==> src/rtl/core/tspr_pkg.sv <==
// ----------------------------------------------------------------------------
// tspr_pkg
// shared types and constants of the triggered sample player
// ----------------------------------------------------------------------------
package tspr_pkg;

    localparam int SAMPLE_DEPTH = 65536;
    localparam int ADDR_W       = (SAMPLE_DEPTH > 1) ? $clog2(SAMPLE_DEPTH) : 1;
    localparam int CNT_W        = ($clog2(SAMPLE_DEPTH + 1) > 17) ?
                                  $clog2(SAMPLE_DEPTH + 1) : 17;

    localparam int IDX_W   = 16;
    localparam int SMP_W   = 16;
    localparam int LVL_W   = 13;
    localparam int RATE_W  = 24;
    localparam int SCNT_W  = 17;
    localparam int VOL_W   = 12;
    localparam int OUT_W   = 20;
    localparam int PHASE_W = 32;
    localparam int FRAC_W  = 16;

    localparam int S_TDATA_W = 48;
    localparam int M_TDATA_W = 24;
    localparam int CFG_IDX_W = 3;
    localparam int CFG_DAT_W = 24;

    localparam logic [CFG_IDX_W-1:0] REG_RATE_STEP    = 3'd0;
    localparam logic [CFG_IDX_W-1:0] REG_SAMPLE_COUNT = 3'd1;
    localparam logic [CFG_IDX_W-1:0] REG_VOLUME       = 3'd2;
    localparam logic [CFG_IDX_W-1:0] REG_TRIGGER_HIGH = 3'd3;
    localparam logic [CFG_IDX_W-1:0] REG_TRIGGER_LOW  = 3'd4;

    localparam logic KIND_LOAD = 1'b0;
    localparam logic KIND_TICK = 1'b1;

    localparam logic [RATE_W-1:0] RATE_STEP_RST = 24'd65536;
    localparam logic [VOL_W-1:0]  VOLUME_RST    = 12'd1280;
    localparam logic signed [LVL_W-1:0] TRIG_HIGH_RST = 13'sd256;
    localparam logic signed [LVL_W-1:0] TRIG_LOW_RST  = 13'sd0;

    typedef enum logic [7:0] {
        ST_IDLE  = 8'b0000_0001,
        ST_TRIG  = 8'b0000_0010,
        ST_RD0   = 8'b0000_0100,
        ST_RD1   = 8'b0000_1000,
        ST_MUL   = 8'b0001_0000,
        ST_ACC   = 8'b0010_0000,
        ST_SCALE = 8'b0100_0000,
        ST_OUT   = 8'b1000_0000
    } state_t;

    typedef struct packed {
        logic load_write;
        logic capture;
        logic trig;
        logic rd0;
        logic rd1;
        logic mul;
        logic acc;
        logic scale;
        logic out_load;
    } cmd_t;

    typedef struct packed {
        logic in_range;
        logic out_free;
    } status_t;

endpackage

==> src/rtl/core/tspr_ctrl.sv <==
// ----------------------------------------------------------------------------
// tspr_ctrl
// sequencer for load and tick transfers of the sample player
// ----------------------------------------------------------------------------
module tspr_ctrl
    import tspr_pkg::*;
(
    input  logic    aclk,
    input  logic    aresetn,
    input  logic    s_tvalid,
    input  logic    s_tuser,
    output logic    s_tready,
    input  status_t status,
    output cmd_t    cmd
);

    state_t state_reg;
    state_t state_next;
    logic   accept;

    assign s_tready = (state_reg == ST_IDLE);
    assign accept   = s_tvalid && s_tready;

    always_comb begin
        state_next = state_reg;
        cmd        = '0;
        unique case (state_reg)
            ST_IDLE: begin
                cmd.capture    = accept;
                cmd.load_write = accept && (s_tuser == KIND_LOAD);
                if (accept && (s_tuser == KIND_TICK)) begin
                    state_next = ST_TRIG;
                end
            end
            ST_TRIG: begin
                cmd.trig   = 1'b1;
                state_next = ST_RD0;
            end
            ST_RD0: begin
                cmd.rd0 = 1'b1;
                if (status.in_range) begin
                    state_next = ST_RD1;
                end else begin
                    state_next = ST_SCALE;
                end
            end
            ST_RD1: begin
                cmd.rd1    = 1'b1;
                state_next = ST_MUL;
            end
            ST_MUL: begin
                cmd.mul    = 1'b1;
                state_next = ST_ACC;
            end
            ST_ACC: begin
                cmd.acc    = 1'b1;
                state_next = ST_SCALE;
            end
            ST_SCALE: begin
                cmd.scale  = 1'b1;
                state_next = ST_OUT;
            end
            ST_OUT: begin
                if (status.out_free) begin
                    cmd.out_load = 1'b1;
                    state_next   = ST_IDLE;
                end
            end
            default: begin
                state_next = ST_IDLE;
            end
        endcase
    end

    always_ff @(posedge aclk) begin
        if (!aresetn) begin
            state_reg <= ST_IDLE;
        end else begin
            state_reg <= state_next;
        end
    end

endmodule

==> config.mk <==
export PLATFORM = sky130hd
export DESIGN_NAME = tspr_ctrl
export DESIGN_NICKNAME = d
export VERILOG_FILES = /design/src/rtl/core/tspr_pkg.sv /design/src/rtl/core/tspr_ctrl.sv
export SDC_FILE = /design/constraint.sdc
export NUM_CORES = 1
export LEC_CHECK = 0
export BUFFER_PORTS_ARGS = -buffer_cell sky130_fd_sc_hd__buf_2
export CORE_MARGIN = 1
export CORE_UTILIZATION = 40
export DETAILED_ROUTE_END_ITERATION = 7
export GPL_ROUTABILITY_DRIVEN = 0
export SYNTH_ARGS = -nofsm -noshare
export SYNTH_HDL_FRONTEND = slang
export SYNTH_SLANG_ARGS = --single-unit
==> constraint.sdc <==
create_clock -name aclk -period 1.9 [get_ports aclk]
set_input_delay 0.38 -clock aclk [delete_from_list [all_inputs] [get_ports aclk]]
set_output_delay 0.38 -clock aclk [all_outputs]
set_load 0.01 [all_outputs]
=== After elaboration in Yosys (flattened, before gate mapping) ===
Index checks and enable logic that the tools add are counted.

* Register bits after elaboration: 8
* Bits of input ports: 6
* Output and inout bits: 10

* Equal/unequal tests: 10
* Multiplexer cells: 13
* Bitwise gates (word level): 1
* Reductions and logical operators: 4

{| class="wikitable"
|+ Operators with widths
! operator !! number
|-
| $pmux W8 S8 || 1
|-
| $mux W8 || 2
|-
| $eq A8 B1 Y1 const B || 1
|-
| $eq A8 B2 Y1 const B || 1
|-
| $eq A8 B3 Y1 const B || 1
|-
| $eq A8 B4 Y1 const B || 1
|-
| $eq A8 B5 Y1 const B || 1
|-
| $eq A8 B6 Y1 const B || 1
|-
| $eq A8 B7 Y1 const B || 1
|-
| $eq A8 B8 Y1 const B || 1
|-
| $mux W1 || 8
|-
| $mux W7 || 1
|-
| $logic_and A1 B1 Y1 || 3
|-
| $mux W2 || 1
|-
| $ne A2 B1 Y1 const B || 1
|-
| $ne A2 B2 Y1 const B || 1
|-
| $reduce_and A2 Y1 || 1
|-
| $not A1 Y1 || 1
|}

=== Depth between registers and ports, before layout ===
* Depth after elaboration: 5
* Mapped depth: 6

=== Worst setup path before layout ===
OpenSTA, ideal clock, no wires.

* Kind: register -> output
* Start point: reg state_reg[6]
* End point: out cmd[2] in the netlist's numbering
* Arrival time: 1.308 ns
* Data required time: 1.520 ns
* Setup slack: 0.212 ns
* Cell stages (with the launch flop): 5
* Path buffers: 1
* Cell sequence: dfxtp_1 buf_6 nor4_1 nand2_1 nor3b_1

{| class="wikitable"
|+ RTL lines
! what !! line !! RTL
|-
| start, declared || tspr_ctrl.sv:17 || <nowiki>state_t state_reg;</nowiki>
|-
| start signal, assigned || tspr_ctrl.sv:79 || <nowiki>state_reg <= state_next;</nowiki>
|-
| end, declared || tspr_ctrl.sv:14 || <nowiki>output cmd_t cmd</nowiki>
|}

==> flow_summary.ini <==
[sta]
tightest_slew_ns = 0.377
skew_ns = 0.00334
drv_slew = 0
slew_headroom_pct = 74.5
layout_setup_ws_ns = -0.0863
post-route-period-util_pct = 105
holdWs_ns = 0.334
hold_viol_final = 0
setup_viol = 3
rsz0062_at_grt = true
max_freq_mhz = 503
period_minus_slack_ns = 1.99

[finish]
fin_nets = 90
num_antenna_cells = 0
largest_reg_flops = 8
mostFrequentLayoutCells = buf_2, buf_4, nor2_1, dfxtp_1, nand2_1
seqCellArea_um2 = 164
final_cells = 96
area_growth_pct = 40.6
layout-drive-gt1-share_pct = 51.2
multi_input_comb_area_um2 = 372
final_common_cell = buf_2
stdcell_area_um2 = 732
fillers = 108

[floorplan]
die_h_um = 38.1
io_pins = 16
core_area_mm2 = 0.00116
rows = 12
start_util_pct = 45.0
die_area_mm2 = 0.00145
die_w_um = 38.1

[logic_synthesis]
synth_adder_area_share_pct = 0
synth_mux_area_share_pct = 0
synth_nets = 63
synth_warnings = 0
synth_seq_area_share_pct = 30.8
synth-xor-area-share_pct = 1.68
synthFlopType = dfxtp_1
synthSimpleGateAreaFrac_pct = 52.9
avgSynthCellArea_um2 = 9.13
syn_inst = 57
synth_top_family_by_area = simple AND/OR/NAND/NOR gates
ys_ff_latch = 8
syn_area_um2 = 520
ys_types = 29
synthArstFlopShare_pct = 0
synth_edf_count = 0
synth_compound_area_share_pct = 9.62

[detailed_routing]
ant_nets = 0
wl_met1_um = 617
wl_met3_um = 95
drc = 0
viasPerCell = 5.59
top_layer_used = met4
vias = 537
routed_wl_um = 1360
wl_per_cell_um = 14.1
drt_pass1_iterations = 4
wl_met2_um = 630
drt_iter0_drc = 14

[clocking]
ctsLongestPathBuffers = 2
clock_sinks = 8
cts-root-buf = clkbuf_4
insertion_delay_ns = 0.26
cts.reportedPaths.clkPinSlew_ns = 0.06
h-tree-depth = 1
cts_tree = yes
cts_hold_buf = 0
cts_buffers = 3

[critical_path]
crit_path_end_kind = primary output
path_class = reg -> out
critPathMaxFanout = 5
cpPeakStageDelay_ns = 0.59
required_ns = 1.52
cp_cell_sequence = or4_4 > and4bb_2 > buf_6
cpMaxStageDelayCell = or4_4
arrival_ns = 1.61
crit_path_start_kind = flop
r2r_setup_slack_ns = 0.09

[global_routing]
grt_max_degree = 10
antenna_found_initial = 0
grt_pass1_wl_um = 2210
first_global_vias = 473
overflow = 0
track_usage_pct = 22.6

[place]
placed_area_um2 = 643
dp_cells = 91
port_buffers = 15
dp_hpwl_um = 922

[hold_path]
hp-class = in -> reg

[status]
violations = setup timing
outcome = finished, violations left

[flow_run]
drv_cap = 0

[power_and_ir_drop]
leakage_nw = 0.332
pwr_density_cell_mw_per_mm2 = 569
ir_worst_vdd_v = 0.000395
==> report_power, final <==
group          internal, mW  total, mW  leakage (nW)  switching (mW)
combinational        0.0504      0.103         0.252          0.0529
clock                0.0727      0.137        0.0138          0.0644
sequential            0.173      0.176        0.0664         0.00325
total                 0.296      0.417         0.332           0.121
==> layer usage <==
metal | vias to the layer above | track usage [%]
met4 | 0 | 8.04
met2 | 24 | 35.2
met3 | 2 | 5.23
met1 | 245 | 30.2
li1 | 266 | -
met5 | - | 0
==> logic make-up (layout without fill, tap and decap cells) <==
kind of cell	Yosys count	in the layout
AND/OR/NAND/NOR	38	38
AO/OA/AOI/OAI	7	7
flip-flops	8	8
XOR/XNOR	1	1
buffers and inverters	3	28
==> cell usage after synthesis, types with 2 or more instances <==
master	number	area, um2
buf_6	2	22.5
and2_1	3	18.8
nor2_1	6	22.5
nor4_4	2	42.5
dfxtp_1	8	160
a211oi_1	2	15.0
and4_1	2	17.5
o21a_1	2	15.0
nand2_1	5	18.8
nor4b_1	2	17.5
nor3b_1	2	15.0
nor4_1	2	12.5
nor2b_1	3	18.8
==> worst paths after layout <==
path,startpoint,end,depth (start not counted)
hold / removal,status[1],state_reg[3]$_SDFFE_PN0P_,3
setup / recovery,state_reg[1]$_SDFFE_PN0P_,cmd[1],3
setup reg to reg,state_reg[1]$_SDFFE_PN0P_,state_reg[2]$_SDFFE_PN0P_,5
hold reg to reg,state_reg[1]$_SDFFE_PN0P_,state_reg[1]$_SDFFE_PN0P_,3
==> critical path: cells and delay by family, from the launching register on <==
family	cells	cell delay (ns)
and+or+nand+nor	2	0.93
DFF	1	0.31
buffers and inverters	1	0.11
==> per-stage QoR <==
stage	TNS [ns]	worst slack, ns	utilization [%]	power (mW)
floorplan	0	0.212	-	0.238
global placement	0	0.0333	55.6	0.265
detailed placement	0	0.0173	55.6	0.266
CTS	-0.204	-0.0818	61.5	0.414
global route	-0.477	-0.120	63.3	0.431
finish	-0.211	-0.0863	63.3	0.417
==> cell type report <==
cell class / count / share of cell area [%]
multi-input combinational: 46 / 50.8
sequential: 8 / 22.4
timing repair buffer: 24 / 20.9
clock buffer: 3 / 3.08
tap: 14 / 2.39
inverter: 1 / 0.513
==> timing repair <==
item / in CTS / in global routing
buffers inserted: 1 / 1
setup endpoints to repair: 9 / 8
gates resized for setup: 7 / 5
pin swaps: 3 / 5
Power figures use the tool's default switching activity.
